==> src/sv/pan_tilt_scan_point_tagger_unit_defines.svh <==
// assertion macros for the pan/tilt scan point tagger
`ifndef PAN_TILT_SCAN_POINT_TAGGER_UNIT_DEFINES_SVH
`define PAN_TILT_SCAN_POINT_TAGGER_UNIT_DEFINES_SVH
`ifndef SYNTHESIS
`define PTTAG_ASSERT(lbl, clk, rstn, prop) \
    lbl: assert property (@(posedge clk) disable iff (!rstn) prop) \
        else $error("pttag assertion failed");
`define PTTAG_NEVER(lbl, clk, rstn, cond) \
    lbl: assert property (@(posedge clk) disable iff (!rstn) !(cond)) \
        else $error("pttag forbidden condition seen");
`else
`define PTTAG_ASSERT(lbl, clk, rstn, prop)
`define PTTAG_NEVER(lbl, clk, rstn, cond)
`endif
`endif

==> src/sv/pttag_pkg.sv <==
// shared types and constants of the pan/tilt scan point tagger
`default_nettype none
package pttag_pkg;

    localparam int PULSE_W     = 12;
    localparam int STEP_W      = 13;
    localparam int WORD_W      = 16;
    localparam int COUNT_W     = 8;
    localparam int POS_W       = 4;
    localparam int FRAME_STORE = 6;
    localparam int S_TDATA_W   = 8;
    localparam int M_TDATA_W   = 56;
    localparam int CFG_ADDR_W  = 3;

    localparam logic [7:0] FRAME_HDR = 8'h59;

    localparam logic       MODE_TICK = 1'b0;
    localparam logic       MODE_BYTE = 1'b1;

    localparam logic [1:0] KIND_PAN   = 2'd0;
    localparam logic [1:0] KIND_TILT  = 2'd1;
    localparam logic [1:0] KIND_POINT = 2'd2;

    localparam logic [CFG_ADDR_W-1:0] CFG_TILT_FIRST   = 3'd0;
    localparam logic [CFG_ADDR_W-1:0] CFG_TILT_LAST    = 3'd1;
    localparam logic [CFG_ADDR_W-1:0] CFG_TILT_INC     = 3'd2;
    localparam logic [CFG_ADDR_W-1:0] CFG_PAN_LOW      = 3'd3;
    localparam logic [CFG_ADDR_W-1:0] CFG_PAN_HIGH     = 3'd4;
    localparam logic [CFG_ADDR_W-1:0] CFG_PAN_COUNT    = 3'd5;
    localparam logic [CFG_ADDR_W-1:0] CFG_STRENGTH_THR = 3'd6;
    localparam logic [CFG_ADDR_W-1:0] CFG_DIST_LIMIT   = 3'd7;

    localparam logic [PULSE_W-1:0] RST_TILT_FIRST    = 12'd2000;
    localparam logic [PULSE_W-1:0] RST_TILT_LAST     = 12'd2500;
    localparam logic [PULSE_W-1:0] RST_TILT_INC      = 12'd50;
    localparam logic [PULSE_W-1:0] RST_PAN_LOW       = 12'd500;
    localparam logic [PULSE_W-1:0] RST_PAN_HIGH      = 12'd2000;
    localparam logic [COUNT_W-1:0] RST_PAN_COUNT     = 8'd100;
    localparam logic [WORD_W-1:0]  RST_STRENGTH_THR  = 16'd50;
    localparam logic [WORD_W-1:0]  RST_DIST_LIMIT    = 16'd6000;
    localparam logic [PULSE_W-1:0] RST_REPORTED_PAN  = 12'd500;
    localparam logic [PULSE_W-1:0] RST_REPORTED_TILT = 12'd2000;

    typedef enum logic [1:0] {
        CTL_IDLE = 2'b01,
        CTL_DIV  = 2'b10
    } ctl_state_t;

    typedef enum logic [3:0] {
        PH_TILT   = 4'b0001,
        PH_SETTLE = 4'b0010,
        PH_PAN    = 4'b0100,
        PH_DONE   = 4'b1000
    } sweep_phase_t;

    typedef struct packed {
        logic                start;
        logic [PULSE_W-1:0]  dividend;
        logic [COUNT_W-1:0]  divisor;
    } div_req_t;

    typedef struct packed {
        logic                done;
        logic [PULSE_W-1:0]  quotient;
    } div_resp_t;

    typedef struct packed {
        logic                point_ok;
        logic [WORD_W-1:0]   distance;
    } frame_result_t;

endpackage
`default_nettype wire

==> src/sv/pttag_div.sv <==
// bit-serial restoring divider for the per-row pan step
`default_nettype none
module pttag_div (
    input  wire logic                aclk,
    input  wire logic                aresetn,
    input  wire pttag_pkg::div_req_t req,
    output pttag_pkg::div_resp_t     resp
);

    localparam int ITER   = pttag_pkg::PULSE_W;
    localparam int CNT_W  = $clog2(ITER);

    logic                             busy_reg, busy_next;
    logic                             done_reg, done_next;
    logic [CNT_W-1:0]                 count_reg, count_next;
    logic [pttag_pkg::COUNT_W-1:0]    rem_reg, rem_next;
    logic [pttag_pkg::COUNT_W-1:0]    divisor_reg, divisor_next;
    logic [pttag_pkg::PULSE_W-1:0]    work_reg, work_next;
    logic [pttag_pkg::COUNT_W:0]      rem_shift;
    logic                             fits;

    // one quotient bit per cycle, msb first
    assign rem_shift = {rem_reg, work_reg[pttag_pkg::PULSE_W-1]};
    assign fits      = rem_shift >= {1'b0, divisor_reg};

    always_comb begin
        busy_next    = busy_reg;
        done_next    = 1'b0;
        count_next   = count_reg;
        rem_next     = rem_reg;
        divisor_next = divisor_reg;
        work_next    = work_reg;
        if (req.start) begin
            busy_next    = 1'b1;
            count_next   = CNT_W'(ITER - 1);
            rem_next     = '0;
            divisor_next = req.divisor;
            work_next    = req.dividend;
        end else if (busy_reg) begin
            rem_next  = fits ? pttag_pkg::COUNT_W'(rem_shift - {1'b0, divisor_reg})
                             : rem_shift[pttag_pkg::COUNT_W-1:0];
            work_next = {work_reg[pttag_pkg::PULSE_W-2:0], fits};
            if (count_reg == '0) begin
                busy_next = 1'b0;
                done_next = 1'b1;
            end else begin
                count_next = count_reg - CNT_W'(1);
            end
        end
    end

    always_ff @(posedge aclk) begin
        if (!aresetn) begin
            busy_reg <= 1'b0;
            done_reg <= 1'b0;
        end else begin
            busy_reg <= busy_next;
            done_reg <= done_next;
        end
        count_reg   <= count_next;
        rem_reg     <= rem_next;
        divisor_reg <= divisor_next;
        work_reg    <= work_next;
    end

    assign resp.done     = done_reg;
    assign resp.quotient = work_reg;

endmodule
`default_nettype wire

==> src/sv/pttag_frame.sv <==
// lidar frame assembler and point filter
`default_nettype none
module pttag_frame #(
    parameter int FRAME_LENGTH = 9
) (
    input  wire logic                          aclk,
    input  wire logic                          aresetn,
    input  wire logic                          byte_en,
    input  wire logic [7:0]                    rx_byte,
    input  wire logic [pttag_pkg::WORD_W-1:0]  strength_threshold,
    input  wire logic [pttag_pkg::WORD_W-1:0]  distance_limit,
    output pttag_pkg::frame_result_t           result
);

    localparam logic [pttag_pkg::POS_W-1:0] LAST_POS =
        pttag_pkg::POS_W'(FRAME_LENGTH - 1);

    logic [pttag_pkg::POS_W-1:0] pos_reg, pos_next;
    logic [7:0]                  bytes_reg [pttag_pkg::FRAME_STORE];
    logic [7:0]                  view      [pttag_pkg::FRAME_STORE];
    logic [pttag_pkg::WORD_W-1:0] range_val, strength;
    logic                        frame_end;

    // the byte arriving now is seen in place of its stored copy
    always_comb begin
        for (int i = 0; i < pttag_pkg::FRAME_STORE; i++) begin
            view[i] = (pos_reg == pttag_pkg::POS_W'(i)) ? rx_byte : bytes_reg[i];
        end
    end

    assign range_val = {view[3], view[2]};
    assign strength  = {view[5], view[4]};
    assign frame_end = byte_en && (pos_reg == LAST_POS);

    assign result.point_ok = frame_end && (view[0] == pttag_pkg::FRAME_HDR)
                          && (view[1] == pttag_pkg::FRAME_HDR)
                          && (strength > strength_threshold)
                          && (range_val < distance_limit);
    assign result.distance = range_val;

    always_comb begin
        pos_next = pos_reg;
        if (byte_en) begin
            pos_next = (pos_reg == LAST_POS) ? '0 : pos_reg + pttag_pkg::POS_W'(1);
        end
    end

    always_ff @(posedge aclk) begin
        if (!aresetn) begin
            pos_reg <= '0;
        end else begin
            pos_reg <= pos_next;
        end
    end

    // checksum bytes past the store are counted only
    always_ff @(posedge aclk) begin
        for (int i = 0; i < pttag_pkg::FRAME_STORE; i++) begin
            if (byte_en && pos_reg == pttag_pkg::POS_W'(i)) begin
                bytes_reg[i] <= rx_byte;
            end
        end
    end

endmodule
`default_nettype wire

==> src/sv/pan_tilt_scan_point_tagger_unit.sv <==
// top level: serpentine pan/tilt sweep sequencer with lidar point tagging
// a result is in the output register in the cycle after its item is taken
// throughput: one item per cycle unless the output stalls; the settle-ending tick
//   with a nonzero pan count holds the input until the divider has formed the step
// reset (aresetn low, synchronous): registers take their documented defaults,
//   the sweep waits to issue its first tilt command and frame position is zero
`default_nettype none
`include "pan_tilt_scan_point_tagger_unit_defines.svh"
module pan_tilt_scan_point_tagger_unit #(
    parameter int SETTLE_TICKS = 9,
    parameter int FRAME_LENGTH = 9
) (
    input  wire logic                                aclk,
    input  wire logic                                aresetn,
    // input transaction
    input  wire logic                                s_tvalid,
    output logic                                     s_tready,
    input  wire logic [pttag_pkg::S_TDATA_W-1:0]     s_tdata,   // [7:0] rx_byte
    input  wire logic                                s_tuser,   // [0] mode
    // result transaction
    output logic                                     m_tvalid,
    input  wire logic                                m_tready,
    // [11:0] servo_pulse, [23:12] point_pan, [35:24] point_tilt,
    // [51:36] point_distance, [55:52] zero
    output logic [pttag_pkg::M_TDATA_W-1:0]          m_tdata,
    output logic [1:0]                               m_tuser,   // [1:0] kind
    // configuration writes
    input  wire logic                                cfg_we,
    input  wire logic [pttag_pkg::CFG_ADDR_W-1:0]    cfg_addr,
    input  wire logic [pttag_pkg::WORD_W-1:0]        cfg_data
);

    localparam int PW = pttag_pkg::PULSE_W;
    localparam int CW = pttag_pkg::COUNT_W;
    localparam logic [CW-1:0] SETTLE_LAST = CW'(SETTLE_TICKS);

    // configuration registers; the first tilt goes straight into the restart
    logic [PW-1:0]                tilt_last_reg, tilt_inc_reg;
    logic [PW-1:0]                pan_low_reg, pan_high_reg;
    logic [CW-1:0]                pan_count_reg;
    logic [pttag_pkg::WORD_W-1:0] strength_thr_reg, dist_limit_reg;

    // sweep state
    pttag_pkg::ctl_state_t   ctl_reg, ctl_next;
    pttag_pkg::sweep_phase_t phase_reg, phase_next;
    logic [PW-1:0]                  reported_pan_reg, reported_pan_next;
    logic [PW-1:0]                  reported_tilt_reg, reported_tilt_next;
    logic [PW-1:0]                  tilt_target_reg, tilt_target_next;
    logic [PW-1:0]                  pan_command_reg, pan_command_next;
    logic [pttag_pkg::STEP_W-1:0]   signed_step_reg, signed_step_next;
    logic [CW-1:0]                  step_index_reg, step_index_next;
    logic [CW-1:0]                  settle_reg, settle_next;
    logic                           forward_reg, forward_next;

    // output register
    logic                           m_valid_reg, m_valid_next;
    logic [1:0]                     m_kind_reg, m_kind_next;
    logic [pttag_pkg::M_TDATA_W-1:0] m_data_reg, m_data_next;

    logic                           s_accept, tick_en, byte_en, restart;
    logic                           res_valid;
    logic [1:0]                     res_kind;
    logic [PW-1:0]                  res_pulse;
    logic                           div_start;

    logic [pttag_pkg::STEP_W-1:0]   pan_diff;
    logic [pttag_pkg::STEP_W-1:0]   quot_ext;
    logic                           step_neg;
    logic [PW:0]                    tilt_sum;
    logic [CW-1:0]                  settle_inc, index_inc;

    // assertion helpers
    logic                           sweep_done, in_div, point_out;

    pttag_pkg::div_req_t      div_req;
    pttag_pkg::div_resp_t     div_resp;
    pttag_pkg::frame_result_t frame_res;

    // one result slot; the next item may enter as the waiting one leaves
    assign s_tready = (ctl_reg == pttag_pkg::CTL_IDLE) && (!m_valid_reg || m_tready);
    assign s_accept = s_tvalid && s_tready;
    assign tick_en  = s_accept && (s_tuser == pttag_pkg::MODE_TICK);
    assign byte_en  = s_accept && (s_tuser == pttag_pkg::MODE_BYTE);
    assign restart  = cfg_we && (cfg_addr == pttag_pkg::CFG_TILT_FIRST);

    // row step: |pan_high - pan_low| / pan count, sign applied after
    assign pan_diff   = {1'b0, pan_high_reg} - {1'b0, pan_low_reg};
    assign step_neg   = pan_diff[pttag_pkg::STEP_W-1] ^ ~forward_reg;
    assign quot_ext   = {1'b0, div_resp.quotient};
    assign tilt_sum   = {1'b0, tilt_target_reg} + {1'b0, tilt_inc_reg};
    assign settle_inc = settle_reg + CW'(1);
    assign index_inc  = step_index_reg + CW'(1);

    assign div_req.start    = div_start;
    assign div_req.divisor  = pan_count_reg;
    assign div_req.dividend = pan_diff[pttag_pkg::STEP_W-1] ? PW'(-pan_diff) : pan_diff[PW-1:0];

    pttag_div u_div (
        .aclk    (aclk),
        .aresetn (aresetn),
        .req     (div_req),
        .resp    (div_resp)
    );

    pttag_frame #(
        .FRAME_LENGTH (FRAME_LENGTH)
    ) u_frame (
        .aclk               (aclk),
        .aresetn            (aresetn),
        .byte_en            (byte_en),
        .rx_byte            (s_tdata[7:0]),
        .strength_threshold (strength_thr_reg),
        .distance_limit     (dist_limit_reg),
        .result             (frame_res)
    );

    // sweep sequencer
    always_comb begin
        ctl_next           = ctl_reg;
        phase_next         = phase_reg;
        reported_pan_next  = reported_pan_reg;
        reported_tilt_next = reported_tilt_reg;
        tilt_target_next   = tilt_target_reg;
        pan_command_next   = pan_command_reg;
        signed_step_next   = signed_step_reg;
        step_index_next    = step_index_reg;
        settle_next        = settle_reg;
        forward_next       = forward_reg;
        div_start          = 1'b0;
        res_valid          = 1'b0;
        res_kind           = pttag_pkg::KIND_PAN;
        res_pulse          = '0;

        case (ctl_reg)
            pttag_pkg::CTL_IDLE: begin
                if (tick_en) begin
                    case (phase_reg)
                        pttag_pkg::PH_TILT: begin
                            if (tilt_target_reg > tilt_last_reg) begin
                                phase_next = pttag_pkg::PH_DONE;
                            end else begin
                                res_valid   = 1'b1;
                                res_kind    = pttag_pkg::KIND_TILT;
                                res_pulse   = tilt_target_reg;
                                settle_next = '0;
                                phase_next  = pttag_pkg::PH_SETTLE;
                            end
                        end
                        pttag_pkg::PH_SETTLE: begin
                            settle_next = settle_inc;
                            if (settle_inc >= SETTLE_LAST) begin
                                reported_tilt_next = tilt_target_reg;
                                pan_command_next   = forward_reg ? pan_low_reg : pan_high_reg;
                                step_index_next    = '0;
                                phase_next         = pttag_pkg::PH_PAN;
                                if (pan_count_reg == '0) begin
                                    // single pan position, no step
                                    signed_step_next = '0;
                                end else begin
                                    div_start = 1'b1;
                                    ctl_next  = pttag_pkg::CTL_DIV;
                                end
                            end
                        end
                        pttag_pkg::PH_PAN: begin
                            res_valid         = 1'b1;
                            res_kind          = pttag_pkg::KIND_PAN;
                            res_pulse         = pan_command_reg;
                            reported_pan_next = pan_command_reg;
                            pan_command_next  = pan_command_reg + signed_step_reg[PW-1:0];
                            step_index_next   = index_inc;
                            if (index_inc > pan_count_reg || index_inc == '0) begin
                                forward_next = ~forward_reg;
                                if (tilt_sum > {1'b0, tilt_last_reg}) begin
                                    phase_next = pttag_pkg::PH_DONE;
                                end else begin
                                    tilt_target_next = tilt_sum[PW-1:0];
                                    phase_next       = pttag_pkg::PH_TILT;
                                end
                            end
                        end
                        pttag_pkg::PH_DONE: begin
                            phase_next = pttag_pkg::PH_DONE;
                        end
                        default: begin
                            phase_next = pttag_pkg::PH_DONE;
                        end
                    endcase
                end else if (byte_en && frame_res.point_ok) begin
                    res_valid = 1'b1;
                    res_kind  = pttag_pkg::KIND_POINT;
                end
            end
            pttag_pkg::CTL_DIV: begin
                if (div_resp.done) begin
                    signed_step_next = step_neg ? pttag_pkg::STEP_W'(-quot_ext) : quot_ext;
                    ctl_next         = pttag_pkg::CTL_IDLE;
                end
            end
            default: begin
                ctl_next = pttag_pkg::CTL_IDLE;
            end
        endcase

        // a new first tilt restarts the sweep on a forward row
        if (restart) begin
            tilt_target_next = cfg_data[PW-1:0];
            pan_command_next = '0;
            signed_step_next = '0;
            step_index_next  = '0;
            forward_next     = 1'b1;
            phase_next       = pttag_pkg::PH_TILT;
            settle_next      = '0;
        end
    end

    // output register load
    always_comb begin
        m_valid_next = m_valid_reg;
        m_kind_next  = m_kind_reg;
        m_data_next  = m_data_reg;
        if (s_accept && res_valid) begin
            m_valid_next = 1'b1;
            m_kind_next  = res_kind;
            if (res_kind == pttag_pkg::KIND_POINT) begin
                m_data_next = {4'd0, frame_res.distance, reported_tilt_reg,
                               reported_pan_reg, 12'd0};
            end else begin
                m_data_next = {44'd0, res_pulse};
            end
        end else if (m_tready) begin
            m_valid_next = 1'b0;
        end
    end

    always_ff @(posedge aclk) begin
        if (!aresetn) begin
            ctl_reg           <= pttag_pkg::CTL_IDLE;
            phase_reg         <= pttag_pkg::PH_TILT;
            reported_pan_reg  <= pttag_pkg::RST_REPORTED_PAN;
            reported_tilt_reg <= pttag_pkg::RST_REPORTED_TILT;
            tilt_target_reg   <= pttag_pkg::RST_TILT_FIRST;
            pan_command_reg   <= '0;
            signed_step_reg   <= '0;
            step_index_reg    <= '0;
            settle_reg        <= '0;
            forward_reg       <= 1'b1;
            m_valid_reg       <= 1'b0;
        end else begin
            ctl_reg           <= ctl_next;
            phase_reg         <= phase_next;
            reported_pan_reg  <= reported_pan_next;
            reported_tilt_reg <= reported_tilt_next;
            tilt_target_reg   <= tilt_target_next;
            pan_command_reg   <= pan_command_next;
            signed_step_reg   <= signed_step_next;
            step_index_reg    <= step_index_next;
            settle_reg        <= settle_next;
            forward_reg       <= forward_next;
            m_valid_reg       <= m_valid_next;
        end
        m_kind_reg <= m_kind_next;
        m_data_reg <= m_data_next;
    end

    // configuration register file
    always_ff @(posedge aclk) begin
        if (!aresetn) begin
            tilt_last_reg    <= pttag_pkg::RST_TILT_LAST;
            tilt_inc_reg     <= pttag_pkg::RST_TILT_INC;
            pan_low_reg      <= pttag_pkg::RST_PAN_LOW;
            pan_high_reg     <= pttag_pkg::RST_PAN_HIGH;
            pan_count_reg    <= pttag_pkg::RST_PAN_COUNT;
            strength_thr_reg <= pttag_pkg::RST_STRENGTH_THR;
            dist_limit_reg   <= pttag_pkg::RST_DIST_LIMIT;
        end else if (cfg_we) begin
            case (cfg_addr)
                pttag_pkg::CFG_TILT_FIRST: begin
                    // loaded into the tilt target by the sweep restart
                end
                pttag_pkg::CFG_TILT_LAST:    tilt_last_reg    <= cfg_data[PW-1:0];
                pttag_pkg::CFG_TILT_INC:     tilt_inc_reg     <= cfg_data[PW-1:0];
                pttag_pkg::CFG_PAN_LOW:      pan_low_reg      <= cfg_data[PW-1:0];
                pttag_pkg::CFG_PAN_HIGH:     pan_high_reg     <= cfg_data[PW-1:0];
                pttag_pkg::CFG_PAN_COUNT:    pan_count_reg    <= cfg_data[CW-1:0];
                pttag_pkg::CFG_STRENGTH_THR: strength_thr_reg <= cfg_data;
                pttag_pkg::CFG_DIST_LIMIT:   dist_limit_reg   <= cfg_data;
                default: begin
                end
            endcase
        end
    end

    assign m_tvalid = m_valid_reg;
    assign m_tuser  = m_kind_reg;
    assign m_tdata  = m_data_reg;

    assign sweep_done = (phase_reg == pttag_pkg::PH_DONE);
    assign in_div     = (ctl_reg == pttag_pkg::CTL_DIV);
    assign point_out  = m_valid_reg && (m_kind_reg == pttag_pkg::KIND_POINT);

    // no item enters while the divider forms the step
    `PTTAG_NEVER(a_no_accept_in_div, aclk, aresetn, in_div && s_tready)
    // a finished sweep stays finished until the first tilt is rewritten
    `PTTAG_ASSERT(a_done_holds, aclk, aresetn, sweep_done && !restart |=> sweep_done)
    // points carry no servo pulse
    `PTTAG_ASSERT(a_point_fields, aclk, aresetn, point_out |-> m_data_reg[11:0] == 12'd0)
    // the divider only runs while the sequencer waits on it
    `PTTAG_NEVER(a_div_done_idle, aclk, aresetn, div_resp.done && !in_div)

endmodule
`default_nettype wire
==> config.mk <==
export PLATFORM = sky130hd
export DESIGN_NAME = pan_tilt_scan_point_tagger_unit
export DESIGN_NICKNAME = d
export VERILOG_FILES = /design/src/sv/pttag_pkg.sv /design/src/sv/pttag_div.sv /design/src/sv/pttag_frame.sv /design/src/sv/pan_tilt_scan_point_tagger_unit.sv
export VERILOG_INCLUDE_DIRS = /design/src /design/src/sv
export SDC_FILE = /design/constraint.sdc
export NUM_CORES = 1
export LEC_CHECK = 0
export BUFFER_PORTS_ARGS = -buffer_cell sky130_fd_sc_hd__buf_4
export CAP_MARGIN = 10
export CELL_PAD_IN_SITES_DETAIL_PLACEMENT = 1
export CELL_PAD_IN_SITES_GLOBAL_PLACEMENT = 1
export CORE_MARGIN = 1
export CORE_UTILIZATION = 48
export CTS_BUF_LIST = sky130_fd_sc_hd__clkbuf_16
export DETAILED_ROUTE_END_ITERATION = 12
export PLACE_DENSITY = 0.79
export SYNTH_ARGS = -nofsm -noshare
export SYNTH_HDL_FRONTEND = slang
export SYNTH_SLANG_ARGS = --single-unit
==> constraint.sdc <==
create_clock -name aclk -period 6.96 [get_ports aclk]
set_input_delay 2.088 -clock aclk [delete_from_list [all_inputs] [get_ports aclk]]
set_output_delay 2.088 -clock aclk [all_outputs]
set_load 0.01 [all_outputs]
# ---- After elaboration in Yosys (flattened, before gate mapping)
# Memory sizes are Yosys's and may differ from the RTL's.
# Index checks and enable logic that the tools add are counted.
# W data, S select, Z words.
dict set report classes {
  n_addsub 10
  magnitude_cmp 7
  eq_ne 31
  mux 92
  n_bitwise 8
  reduce_logical 60
}
# cell n
set op_table {}
lappend op_table {{$mux W12} 18}
lappend op_table {{$mux W8} 14}
lappend op_table {{$pmux W12 S2} 3}
lappend op_table {{$reduce_or A8 Y1} 5}
lappend op_table {{$mux W1} 34}
lappend op_table {{$pmux W8 S2} 2}
lappend op_table {{$neg A12 Y12} 2}
lappend op_table {{$mux W4} 5}
lappend op_table {{$reduce_and A4 Y1} 5}
lappend op_table {{$logic_and A1 B1 Y1} 18}
lappend op_table {{$reduce_bool A2 Y1} 9}
lappend op_table {{$add A8 B1 Y8 const B} 2}
lappend op_table {{$eq A8 B7 Y1 const B} 2}
lappend op_table {{$gt A16 B16 Y1} 1}
lappend op_table {{$logic_not A8 Y1} 2}
lappend op_table {{$lt A16 B16 Y1} 1}
lappend op_table {{$mux W2} 8}
lappend op_table {{$reduce_and A2 Y1} 8}
lappend op_table {{$mux W3} 5}
lappend op_table {{$add A12 B12 Y13} 1}
lappend op_table {{$gt A13 B12 Y1} 1}
lappend op_table {{$sub A12 B12 Y13} 1}
lappend op_table {{$add A12 B12 Y12} 1}
lappend op_table {{$eq A3 B3 Y1 const B} 4}
lappend op_table {{31 further kinds} 56}
dict set report totals {
  regBits 268
  ramBits 48
  in_bits 33
  word_cells 238
  memories 1
}
# memory words width rd rd_ports_with_merged_regs write_ports line
set memory_table {}
lappend memory_table {u_frame.bytes_reg 6 8 6 0 1 pttag_frame.sv:19} ;# logic [7:0] bytes_reg [pttag_pkg::FRAME_STORE];

# ---- Longest topological paths before layout
dict set report logic_depth {
  word_depth 16
  depth_mapped 18
  depth_no_buf 17
}

# ---- Modules after synthesis
# From an unflattened synthesis, not the netlist that was laid out.
dict set report unflattened {
  cells_unflattened 1826
  area_unflattened_um2 16975.0
}
# module n_inst cells_each area_per_inst_um2 seq_area_each_um2
set modules_own_cells {}
lappend modules_own_cells {pan_tilt_scan_point_tagger_unit 1 1423 12180.4 5064.9}
lappend modules_own_cells {pttag_frame 1 243 3015.4 1521.5}
lappend modules_own_cells {pttag_div 1 160 1779.2 880.8}

# ---- Worst setup path before layout
# Ideal clock, no wire load.
dict set report synth_timing {
  path_type {input-to-reg}
  startpoint {input port m_tready}
  endpoint {register m_data_reg (netlist bit m_tdata[0]), enable pin}
  setup_ps 479
  arrival_time_ps 5181
  path_slack_ps 1300
  stages 3
  path_buffers 0
  cell_sequence {nand2b_1 nand4b_1 o21bai_1}
}
dict set report synth_via {
  elab_chain_cells 14
  word_cells_on_any_way 15
  classes_between {mux: 3; reduce/logical: 12}
}
# item line
set synth_rtl {}
lappend synth_rtl {{start, declared} pan_tilt_scan_point_tagger_unit.sv:22} ;# input wire logic m_tready,
lappend synth_rtl {{$logic_or A1 B1 Y1 *} pan_tilt_scan_point_tagger_unit.sv:80} ;# assign s_tready = (ctl_reg == pttag_pkg::CTL_IDLE) && (!m_valid_reg || m_tready);
lappend synth_rtl {{$logic_and A1 B1 Y1 *} pan_tilt_scan_point_tagger_unit.sv:80}
lappend synth_rtl {{$logic_and A1 B1 Y1 *} pan_tilt_scan_point_tagger_unit.sv:81} ;# assign s_accept = s_tvalid && s_tready;
lappend synth_rtl {{$logic_and A1 B1 Y1} pan_tilt_scan_point_tagger_unit.sv:83} ;# assign byte_en = s_accept && (s_tuser == pttag_pkg::MODE_BYTE);
lappend synth_rtl {{$logic_and A1 B1 Y1} pttag_frame.sv:33} ;# assign frame_end = byte_en && (pos_reg == LAST_POS);
lappend synth_rtl {{$logic_and A1 B1 Y1} pttag_frame.sv:35} ;# assign result.point_ok = frame_end && (view[0] == pttag_pkg::FRAME_HDR)
lappend synth_rtl {{$logic_and A1 B1 Y1} pttag_frame.sv:36} ;# && (view[1] == pttag_pkg::FRAME_HDR)
lappend synth_rtl {{$logic_and A1 B1 Y1} pttag_frame.sv:37} ;# && (strength > strength_threshold)
lappend synth_rtl {{$logic_and A1 B1 Y1} pttag_frame.sv:38} ;# && (range_val < distance_limit);
lappend synth_rtl {{$logic_and A1 B1 Y1} pan_tilt_scan_point_tagger_unit.sv:189} ;# end else if (byte_en && frame_res.point_ok) begin
lappend synth_rtl {{$mux W1} pan_tilt_scan_point_tagger_unit.sv:189}
lappend synth_rtl {{$mux W1} pan_tilt_scan_point_tagger_unit.sv:136} ;# if (tick_en) begin
lappend synth_rtl {{$mux W1} pan_tilt_scan_point_tagger_unit.sv:134} ;# case (ctl_reg)
lappend synth_rtl {{$logic_and A1 B1 Y1 *} pan_tilt_scan_point_tagger_unit.sv:222} ;# if (s_accept && res_valid) begin
lappend synth_rtl {{end signal, assigned} pan_tilt_scan_point_tagger_unit.sv:263} ;# m_data_reg <= m_data_next;
lappend synth_rtl {{end, declared} pan_tilt_scan_point_tagger_unit.sv:58} ;# logic [pttag_pkg::M_TDATA_W-1:0] m_data_reg, m_data_next;
# Every way passes the cells marked *; elsewhere a longest branch is shown, timed or not.
# A chain may end at the register's enable or synchronous reset.

# ---- Final worst setup path
dict set report layout_timing {
  startpoint {input port m_tready}
  endpoint {output port s_tready}
}
dict set report layout_via {
  elab_chain_cells 2
}
# item line
set layout_rtl {}
lappend layout_rtl {{$logic_or A1 B1 Y1} pan_tilt_scan_point_tagger_unit.sv:80}
lappend layout_rtl {{$logic_and A1 B1 Y1} pan_tilt_scan_point_tagger_unit.sv:80}
lappend layout_rtl {{end, declared} pan_tilt_scan_point_tagger_unit.sv:17} ;# output logic s_tready,
# Every way passes these cells.

==> flow_summary.ini <==
[synthesis]
synthArstFlopShare_pct = 0
ys_seq_area_share_pct = 45.4
synth_cell_types = 85
synth_seq_cells = 312
yosys_warnings = 0
synth_top_flop_cell = dfxtp_1
syn_area_um2 = 16500
avgSynthCellArea_um2 = 9.35
synthCells = 1760
yosysTopAreaCellShare_pct = 23.1
ys_top_cells_by_area = dfxtp_1 23%, edfxtp_1 22%, ha_1 8.8%
yosys.area.top_type = dfxtp_1
synth_edf_count = 122

[finish]
fillers = 3833
largest_reg_flops = 52
regArea_um2 = 7470
final_cell_area_um2 = 18600
drive_gt1_share_pct = 11.7
post-route-util_pct = 55.3
fin_cells = 2298
multi_input_area_um2 = 8250
area_delta_synth_final_pct = 13.0
finalNetCount = 1976

[floorplanning]
die_width_um = 187
ios = 93
core_area_um2 = 33600
start_util_pct = 49.0
die-area_um2 = 35000
rows = 67
die_y_um = 187

[sta]
worst_slew_pin_slew_ps = 1220
period_share_pct = 69.6
setup_ws_ps = 2120
finalCriticalPeriod_ps = 4840
slew_violations = 0
rsz0062_at_grt = false
setup_viol = 0
max_freq_mhz = 207
finalHoldViolCount = 0
clock-skew-final_ps = 13.4
fin_setup_tns_ps = 0
relSlewSlack_pct = 18.2

[clock_network]
clockRootBuffer = clkbuf_16
cts_tree = built
ctsHoldBuffers = 0
clock_sinks = 312
clk_latency_ps = 520
cts_setup_buffers = 0
clock_path_buffers = 3
ctsResizeCount = 0
htree_levels = 2
clkSlewWorstSetupHoldPaths_ps = 60
cts_made_buffers = 36

[hold_path]
hold_class = flop to flop
hold_start = pan_count_reg[6]
holdPathEnd = u_div.divisor_reg[6]
worstHoldPathCells = 0

[critical_path]
path_class = input port to output pin
regToRegStartpoint = tilt_target_reg[0]
r2r-end = tilt_target_reg[5]
critPathSlowestCell = and2_1
cpPeakStageDelay_ps = 210
crit_required_ps = 4870
path_common_cell = buf_4
worst_ep_arrival_time_ps = 2750
cp_cell_sequence = buf_4 -> nand2b_1 -> and2_1 -> buf_4
cp_max_fo = 5
r2r.worst_path.cells = 17
critPathTopFamily = simple AND/OR/NAND/NOR gates
worst-path-buf-inv = 2
cp-start-kind = input port
worst_setup_path_end_kind = output pin
r2r_slack_ps = 2580

[placed_design]
numPlacedInstances = 2231
hpwl_um = 35500
gp_congestion = 0.913
placed_area_um2 = 17400
pre_cts_ws_ps = 1760
port_buffers = 88

[grt]
grt-ovfl-total = 0
grt_pass1_wl_um = 78500
grt_max_degree = 54
antenna_found_initial = 2
grt_usage_pct = 28.3
grt_pass1_vias = 14009

[pwr]
ir_drop_uv = 159
leakagePower_uw = 0.00745
power_density_nw_per_um2 = 229

[route]
drt-wirelength-per-cell_um = 21.5
antenna_left = 0
initialDrtViolationCount = 806
drt_first_pass_iters = 5
viasPerCell = 5.82
remaining_drc_errors = 0
vias = 13371
drt_wl_total_um = 49300

[run_status]
outcome = completed

[flow_run]
maxCapViolations = 0
worst register-to-register path: stages, from the launching register on:
cell and delay, ps:
dfxtp_1 440, ha_1 270, inv_1 70, fa_1 440
nor2b_4 140, o31a_1 240, o32ai_4 140, o21ai_0 270
xor2_1 280, ha_1 310, a21o_1 170, a21o_1 190
nor3_1 170, a211oi_1 140, nor4_4 310, nand3b_4 330
mux2i_1 270, a21oi_1 90
cell usage in the layout (no fill, tap or decap), types with 6 or more instances in the layout:
cell	count
o211ai_1	42
clkinv_2	6
clkbuf_16	37
nor3_1	31
mux2i_1	42
and2_1	46
a22oi_1	18
a211oi_1	19
xnor2_1	35
o21ai_0	64
nor2_1	116
a31oi_1	8
dfxtp_1	190
o31ai_1	6
mux2_2	32
ha_1	116
nand4_1	19
nand2b_1	17
nand2_1	274
nor4b_1	6
o21a_1	15
edfxtp_1	122
nor2b_1	23
nand3_1	47
xor2_1	25
a21o_1	17
a21oi_1	145
inv_1	109
buf_4	103
how the worst max path moves through the flow:
stage	startpoint	end	slack, ps	cells past startpoint
3_3_place_gp	s_tdata[1]	m_tdata[14]	1900	11
3_5_place_dp	s_tdata[5]	m_tdata[14]	1760	11
4_1_cts	m_tready	s_tready	2120	4
5_1_grt	m_tready	m_tdata[13]	2070	9
6_report	m_tready	s_tready	2120	4
2_1_floorplan	m_tready	m_tdata[0]	1300	3
per-stage QoR:
stage               power, µW  hold WS (ps)
floorplan                2290           408
global placement         2420           424
detailed placement       2450           424
CTS                      4270           450
global route             4390           457
finish                   4250           447
cell type report:
class / count / area share [%]
Multi-Input combinational cell: 1265 / 44.4
Sequential cell: 312 / 40.2
Clock buffer: 37 / 4.98
Timing Repair Buffer: 105 / 4.28
Tap cell: 448 / 3.01
Inverter: 103 / 2.08
Clock inverter: 27 / 1.10
Antenna cell: 1 / 0.0135
cells by family after synthesis:
| group | synth area share, % |
|---|---|
| flip-flops | 45.4 |
| AND/OR/NAND/NOR | 17.9 |
| multiplexers | 4.74 |
| other | 0.0228 |
| adder cells (fa/ha/maj) | 9.30 |
| AO/OA/AOI/OAI | 14.8 |
| buffers and inverters | 4.68 |
| XOR/XNOR | 3.19 |
power by group:
part           total (µW)  switching, µW  internal [µW]
clock network        1830            760           1070
logic                 439            271            168
registers            1980           30.7           1940
total                4250           1060           3190
per-layer routing:
layer  vias up  GRT usage [%]  routed length (µm)
li1       6308              -                   -
met2       277           48.4               24000
met4         2           7.72                1050
met1      6704           37.4               22200
met5         -              0                  11
met3        80           4.02                1990
synthesized netlist by cell type, types with 4 or more instances:
library cell / number
o31ai_1: 6
nand2_1: 274
or2_2: 5
a22oi_1: 18
mux2_2: 32
o21a_1: 15
buf_4: 6
a211oi_1: 19
a2111oi_0: 4
buf_2: 16
edfxtp_1: 122
dfxtp_1: 190
xnor2_1: 35
o211ai_1: 42
nand2b_1: 17
mux2i_1: 42
clkbuf_1: 50
o2111ai_1: 4
inv_1: 102
a21oi_1: 145
a21o_1: 17
o21ai_0: 64
xor2_1: 25
or3_1: 5
ha_1: 116
nor4b_1: 7
fa_1: 4
nor2b_1: 23
nand3_1: 47
a31oi_1: 8
nor3_1: 31
nand4_1: 19
and2_1: 46
clkbuf_2: 6
nor2_1: 116
(Power assumes the default switching activity.)
